## src/hw/rtl/kmh_pkg.sv

```systemverilog
package kmh_pkg;

    // Input item: one base byte or one bin read
    typedef struct packed {
        logic       func;
        logic [7:0] base_byte;
        logic [11:0] bin_index;
    } item_t;

    // Result item: the bin read and its count before clearing
    typedef struct packed {
        logic [11:0] bin_number;
        logic [31:0] bin_count;
    } result_t;

    // Memory operation handed from the window logic to the histogram
    typedef struct packed {
        logic valid;
        logic clear;
    } kmh_op_t;

    // Histogram status seen by the top level
    typedef struct packed {
        logic busy;
        logic read_pending;
    } kmh_stat_t;

    localparam logic FUNC_FEED = 1'b0;
    localparam logic FUNC_READ = 1'b1;

    localparam int unsigned KLEN_W = 3;
    localparam logic [KLEN_W-1:0] KLEN_RESET = 3'd6;

    localparam logic [7:0] CHAR_A  = 8'h41;
    localparam logic [7:0] CHAR_C  = 8'h43;
    localparam logic [7:0] CHAR_G  = 8'h47;
    localparam logic [7:0] CHAR_T  = 8'h54;
    localparam logic [7:0] CHAR_NL = 8'h0A;

    localparam logic [1:0] CODE_A = 2'd0;
    localparam logic [1:0] CODE_C = 2'd1;
    localparam logic [1:0] CODE_G = 2'd2;
    localparam logic [1:0] CODE_T = 2'd3;

endpackage

```

## src/hw/rtl/kmh_window.sv

```systemverilog
module kmh_window
    import kmh_pkg::*;
#(
    parameter int MAX_KMER = 6,
    parameter int ADDR_W   = 12
)
(
    input  logic              clk,
    input  logic              rst_n,
    input  logic              cfg_wr_en,
    input  logic [KLEN_W-1:0] cfg_wr_data,
    input  item_t             item,
    input  logic              accept,
    output kmh_op_t           op,
    output logic [ADDR_W-1:0] op_addr
);

    localparam int RUN_W = $clog2(MAX_KMER + 1);

    logic [KLEN_W-1:0] kmer_length_reg;
    logic [ADDR_W-1:0] window_reg;
    logic [ADDR_W-1:0] window_next;
    logic [RUN_W-1:0]  run_reg;
    logic [RUN_W-1:0]  run_next;

    logic [3:0]        k_len;
    logic [3:0]        len_ext;
    logic [3:0]        run_ext;
    logic [3:0]        run_inc;
    logic [1:0]        code;
    logic              code_ok;
    logic [ADDR_W-1:0] mask;
    logic [ADDR_W+1:0] shifted;
    logic [ADDR_W+11:0] bin_ext;

    // Clamp the programmed length to 1..MAX_KMER
    always_comb
    begin
        len_ext = 4'(kmer_length_reg);
        if (len_ext == 4'd0)
            k_len = 4'd1;
        else if (len_ext > 4'(MAX_KMER))
            k_len = 4'(MAX_KMER);
        else
            k_len = len_ext;
    end

    // Decode one uppercase base
    always_comb
    begin
        code_ok = 1'b1;
        case (item.base_byte)
            CHAR_A:  code = CODE_A;
            CHAR_C:  code = CODE_C;
            CHAR_G:  code = CODE_G;
            CHAR_T:  code = CODE_T;
            default:
            begin
                code    = CODE_A;
                code_ok = 1'b0;
            end
        endcase
    end

    // Keep only the last k bases of the window
    always_comb
    begin
        for (int j = 0; j < MAX_KMER; j++)
            mask[2*j +: 2] = (4'(j) < k_len) ? 2'b11 : 2'b00;
    end

    assign shifted     = {window_reg, code};
    assign window_next = shifted[ADDR_W-1:0] & mask;
    assign run_ext     = 4'(run_reg);
    assign run_inc     = (run_ext < k_len) ? run_ext + 4'd1 : run_ext;
    assign run_next    = RUN_W'(run_inc);
    assign bin_ext     = {ADDR_W'(0), item.bin_index};

    // Pick the memory operation for the item in transfer
    always_comb
    begin
        op.valid = 1'b0;
        op.clear = 1'b0;
        op_addr  = window_next;
        if (accept)
        begin
            if (item.func == FUNC_READ)
            begin
                op.valid = 1'b1;
                op.clear = 1'b1;
                op_addr  = bin_ext[ADDR_W-1:0];
            end
            else if (item.base_byte != CHAR_NL && code_ok)
            begin
                op.valid = (run_inc >= k_len);
            end
        end
    end

    // Advance the rolling window; restart on reads, bad bytes and length writes
    always_ff @(posedge clk or negedge rst_n)
    begin
        if (!rst_n)
        begin
            kmer_length_reg <= KLEN_RESET;
            window_reg      <= '0;
            run_reg         <= '0;
        end
        else if (cfg_wr_en)
        begin
            kmer_length_reg <= cfg_wr_data;
            window_reg      <= '0;
            run_reg         <= '0;
        end
        else if (accept)
        begin
            if (item.func == FUNC_READ)
            begin
                window_reg <= '0;
                run_reg    <= '0;
            end
            else if (item.base_byte != CHAR_NL)
            begin
                if (code_ok)
                begin
                    window_reg <= window_next;
                    run_reg    <= run_next;
                end
                else
                begin
                    window_reg <= '0;
                    run_reg    <= '0;
                end
            end
        end
    end

endmodule

```

## config.mk

```make
export PLATFORM = sky130hd
export DESIGN_NAME = kmh_window
export DESIGN_NICKNAME = d
export VERILOG_FILES = /design/src/hw/rtl/kmh_pkg.sv /design/src/hw/rtl/kmh_window.sv
export SDC_FILE = /design/constraint.sdc
export NUM_CORES = 1
export LEC_CHECK = 0
export BUFFER_PORTS_ARGS = -buffer_cell sky130_fd_sc_hd__buf_2
export CORE_MARGIN = 10
export CORE_UTILIZATION = 30
export DETAILED_ROUTE_END_ITERATION = 8
export SLEW_MARGIN = 20
export SYNTH_ARGS = -nofsm -noshare
export SYNTH_HDL_FRONTEND = slang
export SYNTH_SLANG_ARGS = --single-unit
```

## constraint.sdc

```tcl
create_clock -name clk -period 2.9 [get_ports clk]
set_input_delay 0.29 -clock clk [delete_from_list [all_inputs] [get_ports clk]]
set_output_delay 0.29 -clock clk [all_outputs]
set_load 0.005 [all_outputs]
```

==> results of run 1 <==
-- logic make-up after synthesis --
group           Yosys count
compound gates           46
xor+xnor                  1
fa+ha+maj                 6
buf+inv                  12
flops                    16
mux                       2
simple gates             63
-- synthesized netlist by cell type (2+ instances only) --
library cell | number | area, sq um
nand2_1 | 34 | 128
o21ai_0 | 27 | 135
dfrtp_1 | 14 | 350
nor2_1 | 7 | 26.3
a21oi_1 | 6 | 30.0
ha_1 | 6 | 75.1
inv_1 | 6 | 22.5
clkbuf_1 | 5 | 18.8
nand2b_1 | 4 | 25.0
a21o_1 | 3 | 22.5
a22o_1 | 2 | 17.5
dfstp_2 | 2 | 52.6
mux2_2 | 2 | 22.5
nand3_1 | 2 | 10.0
nand4_1 | 2 | 12.5
nor2b_1 | 2 | 12.5
nor3_1 | 2 | 10.0
o211ai_1 | 2 | 15.0
-- path summary, 6_finish.rpt --
path                               startpoint                  to  cells after the start
setup / recovery           kmer_length_reg[1]               op[1]                     12
hold / removal                 cfg_wr_data[1]  kmer_length_reg[1]                      3
setup reg to reg           kmer_length_reg[1]          run_reg[2]                      8
hold reg to reg                 window_reg[5]       window_reg[5]                      2
max in group asynchronous               rst_n  kmer_length_reg[2]                      2
min in group asynchronous               rst_n          run_reg[1]                      2
-- layout make-up --
type | instances | area, sq um
Clock buffer | 3 | 41.3
Fill cell | 374 | 2040
Inverter | 6 | 22.5
Multi-Input combinational cell | 118 | 752
Sequential cell | 16 | 403
Tap cell | 48 | 60.1
Timing Repair Buffer | 58 | 342
-- layer usage --
metal	share of wire, %	wire length [um]	track usage [%]	vias to the layer above
met2	51	1790	18.8	23
met5	0	0	0	-
li1	-	-	-	624
met1	43	1500	12.4	575
met3	4.5	157	2.84	4
met4	1.5	53	4.84	0
-- per-stage QoR --
| stage | power, uW | utilization, % |
|---|---|---|
| 5_1_grt | 559 | 44.3 |
| 2_1_floorplan | 290 | - |
| 4_1_cts | 529 | 44.0 |
| 6_report | 526 | 44.3 |
| 3_5_place_dp | 347 | 39.3 |
| 3_3_place_gp | 346 | 39.3 |
-- worst max-delay path, delay by kind of cell, from the launching register on --
kind,cells,cell delay [ns]
mux,1,0.32
simple gates,1,0.23
compound gates,6,0.78
buf+inv,2,0.16
flops,1,0.54
fa+ha+maj,2,0.43
-- timing repair --
action | in CTS | in global routing
buffers inserted | 7 | 1
pin swaps | 10 | 2
hold endpoints to repair | 14 | 0
hold buffers | 1 | 0
cloned | 0 | 0
gates resized for setup | 12 | 1
setup endpoints to repair | 1 | 1
-- power breakdown --
| group | switching (uW) | internal (uW) |
|---|---|---|
| Clock | 73.1 | 92.0 |
| Sequential | 3.16 | 229 |
| Combinational | 66.4 | 62.5 |
==> out/qor.csv, run 1 <==
stage;metric;value;unit
status;status;finished, violations left;
status;violated checks;setup timing;
clock_tree;Clk Latency, worst-skew pair;0.25;ns
timing;Slew headroom;46.6;%
global_route;antenna violations before repair;0;
cells_and_area;most frequent cells in the layout;buf_2, nand2_1, o21ai_0, buf_4, dfrtp_1;
detailed_routing;drt initial violations;40;
timing;crit path time final;3.02;ns
placed_design;routability cong.;0.896;
timing;Final Worst Setup Slack;-0.115;ns
critical_path;critical path data required time;2.61;ns
placed_design;pre-CTS setup slack;-0.0791;ns
global_route;grt ovf;0;
logic_synthesis;mux cell area share after synthesis;1.98;%
cells_and_area;layout cells sized above 1;37.3;%
detailed_routing;Vias;1226;
critical_path;Worst setup EP type;primary output;
cells_and_area;area added between synthesis and finish;42.6;%
die;DIE HEIGHT;81.5;um
clock_tree;total CTS buffers;3;
critical_path;worst path arrival time;2.73;ns
critical_path;Setup crit start kind;register;
logic_synthesis;synthesized cell area;0.00114;sq mm
timing;max frequency;332;MHz
logic_synthesis;yosys warns;0;
pwr;power density over cell area;325;mW/mm^2
global_route;vias in the first global route;1213;
pwr;leakage;0.000779;uW
logic_synthesis;Simple-Gate Fraction of Synth Area;28.0;%
flow_run;Max Cap Viol;0;
pwr;Worst VDD drop;196;uV
logic_synthesis;XOR/XNOR Fraction of Synth Area;0.771;%
logic_synthesis;post-synthesis area per instance;7.78;sq um
clock_tree;H-tree Lvls;1;
timing;Final Max Tran Viols;0;
placed_design;detailed-placement wirelength estimate;2540;um
detailed_routing;post-route ant nets;0;
logic_synthesis;Seq cells post-synth;16;
clock_tree;clock sinks;16;
critical_path;internal reg-to-reg setup slack;0.87;ns
hold_path;HP Class;in -> reg;
timing;Tcrit/Tclk final;104;%
global_route;GRT Util Overall;10.9;%
cells_and_area;most common cell after layout, fill and taps aside;buf_2;
cells_and_area;Post-Layout Cell Count;249;
detailed_routing;drt via density;4.92;
placed_design;# placed instances;237;
placed_design;I/O Buffers;41;
logic_synthesis;Seq/Total Area, Yosys;35.5;%
timing;Slew @ Worst Pin;0.801;ns
die;Site Rows;22;
critical_path;WS Path Type;reg -> out;
logic_synthesis;Synth Flop Type;dfrtp_1;
die;Top Ports;42;
detailed_routing;# DRC;0;
critical_path;critical path peak fanout;3;
detailed_routing;Post-Route WL;3510;um
critical_path;crit-path cells;inv_2, ha_4, a21o_1, a21oi_2, o21ai_2, mux2_4, ha_4, a21o_1, a21oi_2, a211oi_1, or2_4, buf_6;
cells_and_area;nets;237;
global_route;pin count of the biggest net entering global routing;26;
timing;Setup Skew;0.00947;ns
logic_synthesis;Async SR Flop Fraction;100;%
timing;Hold Fails Final Rpt;0;
cells_and_area;Ant. Diodes;0;
detailed_routing;WL per Instance;14.1;um
timing;RSZ-0062 raised after global routing;yes;
timing;hold_ws;0.265;ns
logic_synthesis;Mapped Nets;180;
die;core area;0.00366;sq mm
clock_tree;CTS tree;built;
logic_synthesis;Adder-Cell Fraction of Synth Area;6.61;%
logic_synthesis;synth unique cells;36;
die;die area;0.00665;sq mm
critical_path;critical path's largest stage delay;0.54;ns
detailed_routing;DRT Pass-1 Iters;4;
die;Initial Utilization;31.0;%
logic_synthesis;post-synthesis compound-gate area fraction;23.1;%
logic_synthesis;Post-synth EDFFs;0;
timing;Post-Route Setup TNS;-0.115;ns
logic_synthesis;Syn Inst Count;146;
cells_and_area;Post-Layout Inst Area;0.00162;sq mm
global_route;first-pass GRT wire length;5690;um
die;die width;81.5;um
cells_and_area;Largest register FFs;10;
clock_tree;clock slew at reported path FFs;0.07;ns
critical_path;Slowest cell on crit path;dfstp_2;
placed_design;Area after DPL;0.00144;sq mm
clock_tree;clk buf depth;2;
logic_synthesis;largest family of logic cells by synthesized area;simple AND/OR/NAND/NOR gates;
timing;Final setup viols;1;
clock_tree;CTS Root Cell;clkbuf_8;
Note: power is estimated with default switching activity, not from simulation.
==> run 2, diff against run 1 <==
--- a/config.mk
+++ b/config.mk
@@ -5,6 +5,7 @@
 export SDC_FILE = /design/constraint.sdc
 export NUM_CORES = 1
 export LEC_CHECK = 0
+export ABC_AREA = 1
 export BUFFER_PORTS_ARGS = -buffer_cell sky130_fd_sc_hd__buf_2
 export CORE_MARGIN = 10
 export CORE_UTILIZATION = 30
==> out/qor.csv, run 2 <==
stage;metric;value;unit
status;status;finished, final reports clean;
clock_tree;Clk Latency, worst-skew pair;0.25;ns
placed_design;routability cong.;0.865;
timing;Final Worst Setup Slack;0.131;ns
logic_synthesis;Yosys top cell by area;dfrtp_1;
detailed_routing;WL per Instance;12.6;um
logic_synthesis;Synth Flop Type;dfrtp_1;
detailed_routing;# DRC;0;
critical_path;Worst setup EP type;primary output;
pwr;Sequential Power Share;40.8;%
logic_synthesis;top cells by area, synth;dfrtp_1, nand2_1, inv_1, o21ai_0, ha_1;
cells_and_area;most frequent cells in the layout;nand2_1, buf_2, inv_1, o21ai_0, dfrtp_1;
cells_and_area;most common cell after layout, fill and taps aside;nand2_1;
cells_and_area;fill count;417;
critical_path;most used cell, CP;nand2_1;
pwr;Sw Share;28.6;%
global_route;grt ovf;0;
cells_and_area;combined area of the multi-input logic cells;659;sq um
flow_run;Max Cap Viol;0;
die;die width;82.8;um
pwr;Net Switching;164;uW
pwr;Internal;409;uW
timing;Tcrit/Tclk final;95.5;%
hold_path;HP Class;in -> reg;
pwr;leakage;0.000856;uW
timing;Setup Skew;0.000842;ns
die;core area;0.00374;sq mm
logic_synthesis;synth unique cells;24;
pwr;Clock Power Share;35.3;%
clock_tree;CTS tree;built;
cells_and_area;Final Util;42.4;%
die;DIE HEIGHT;82.8;um
placed_design;pre-CTS setup slack;0.373;ns
critical_path;crit-path cells;inv_2, ha_1, nand2_1, nand2_1, nand2_2, nand2_2, nand2_2, and2_1, ha_1, o21ai_2, nand2_1, a21oi_1, nand2_1, nand2_1, nand2_1, buf_2;
logic_synthesis;Seq cells post-synth;16;
cells_and_area;layout cells sized above 1;32.3;%
die;Top Ports;42;
cells_and_area;Largest register FFs;10;
logic_synthesis;most frequent cells after synthesis;nand2_1, inv_1, o21ai_0, dfrtp_1, nor2_1;
logic_synthesis;Async SR Flop Fraction;100;%
logic_synthesis;Seq/Total Area, Yosys;34.0;%
detailed_routing;drt via density;4.47;
critical_path;worst path arrival time;2.48;ns
timing;Final setup viols;0;
logic_synthesis;yosys warns;0;
critical_path;critical path's largest stage delay;0.58;ns
logic_synthesis;top-count cell post-synth;nand2_1;
timing;Slew @ Worst Pin;0.374;ns
die;Initial Utilization;31.7;%
timing;Slew headroom;75.0;%
global_route;antenna violations before repair;0;
critical_path;Slowest cell on crit path;dfstp_2;
cells_and_area;Sequential cell area;403;sq um
pwr;power density over cell area;361;mW/mm^2
logic_synthesis;synthesized cell area;0.00118;sq mm
placed_design;I/O Buffers;41;
clock_tree;clk buf depth;2;
global_route;vias in the first global route;1267;
detailed_routing;Vias;1239;
logic_synthesis;Syn Inst Count;178;
critical_path;WS Path Type;reg -> out;
logic_synthesis;Mapped Nets;212;
die;die area;0.00686;sq mm
timing;crit path time final;2.77;ns
pwr;Worst VDD drop;153;uV
clock_tree;clock sinks;16;
pwr;Comb power frac;23.9;%
timing;Hold Fails Final Rpt;0;
cells_and_area;Ant. Diodes;0;
logic_synthesis;Post-synth EDFFs;0;
global_route;GRT Util Overall;9.64;%
global_route;first-pass GRT wire length;5760;um
cells_and_area;nets;264;
placed_design;detailed-placement wirelength estimate;2650;um
critical_path;Setup crit start kind;register;
cells_and_area;area added between synthesis and finish;34.1;%
logic_synthesis;post-synthesis area per instance;6.66;sq um
clock_tree;CTS Root Cell;clkbuf_8;
clock_tree;total CTS buffers;3;
detailed_routing;drt initial violations;119;
critical_path;critical path peak fanout;5;
detailed_routing;Post-Route WL;3480;um
die;Site Rows;22;
logic_synthesis;top-area cell type share of the netlist area;29.6;%
timing;max frequency;361;MHz
detailed_routing;post-route ant nets;0;
detailed_routing;DRT Pass-1 Iters;4;
clock_tree;H-tree Lvls;1;
global_route;pin count of the biggest net entering global routing;25;
critical_path;critical path data required time;2.61;ns
timing;Final Max Tran Viols;0;
clock_tree;clock slew at reported path FFs;0.07;ns
==> run 2: path summary, 6_finish.rpt <==
kind | start | endpoint | slack, ns | cells after the start
max | kmer_length_reg[1] | op[1] | 0.13 | 16
min | cfg_wr_data[0] | kmer_length_reg[0] | 0.27 | 3
max reg2reg | kmer_length_reg[1] | run_reg[2] | 1.22 | 10
min reg2reg | window_reg[1] | window_reg[1] | 0.48 | 2
max in group asynchronous | rst_n | kmer_length_reg[2] | 2.11 | 2
min in group asynchronous | rst_n | run_reg[2] | 0.48 | 2
==> run 2: timing repair <==
| action | 4_1_cts | 5_1_grt |
|---|---|---|
| setup endpoints to repair | 0 | 1 |
| buffers inserted | 0 | 7 |
| hold endpoints to repair | 14 | 0 |
| hold buffers | 1 | 0 |
| resized for setup | 0 | 9 |
==> run 2: layout make-up <==
type                            count  area share [%]
Multi-Input combinational cell    122            41.5
Sequential cell                    16            25.4
Timing Repair Buffer               49            16.9
Inverter                           38            9.06
Tap cell                           48            3.78
Clock buffer                        4            3.46
==> run 2: worst max-delay path: cells and delay by family, from the launching register on <==
family / cells / cell delay, ns
buffers and inverters: 2 / 0.18
DFF: 1 / 0.58
adders and majority gates: 2 / 0.54
and+or+nand+nor: 10 / 0.74
AOI/OAI and AO/OA: 2 / 0.18
==> run 2: routing by layer <==
metal,vias up,part of all wire (%),global-route usage (%)
met3,4,6.7,3.42
met5,-,0,0
met2,34,46,15.5
met4,0,0.86,2.31
met1,539,46,11.9
li1,662,-,-
==> run 2: cells by family after synthesis <==
| kind of cell | Yosys count | share of synthesized area [%] |
|---|---|---|
| and+or+nand+nor | 83 | 31.4 |
| buffers and inverters | 40 | 13.0 |
| AOI/OAI and AO/OA | 32 | 14.6 |
| DFF | 16 | 34.0 |
| adders and majority gates | 6 | 6.34 |
| xor gates and xnor gates | 1 | 0.739 |
==> run 2: power groups by stage <==
stage,Sequential (uW),Combinational [uW],Clock (uW)
final,234,137,202
after global routing,234,156,217
after CTS,233,112,203
after detailed placement,237,110,0
after global placement,237,110,0
after floorplan,237,62.3,0
==> run 2: through the flow <==
step	hold slack [ns]	setup TNS, ns	cell area, sq um	total power, uW	std cells
detailed placement	0.226	0	1440	347	265
finish	0.269	0	1590	573	277
floorplan	-0.00559	0	1180	299	178
CTS	0.272	0	1510	548	270
global placement	0.223	0	1440	347	265
global route	0.287	-0.0443	1590	607	277
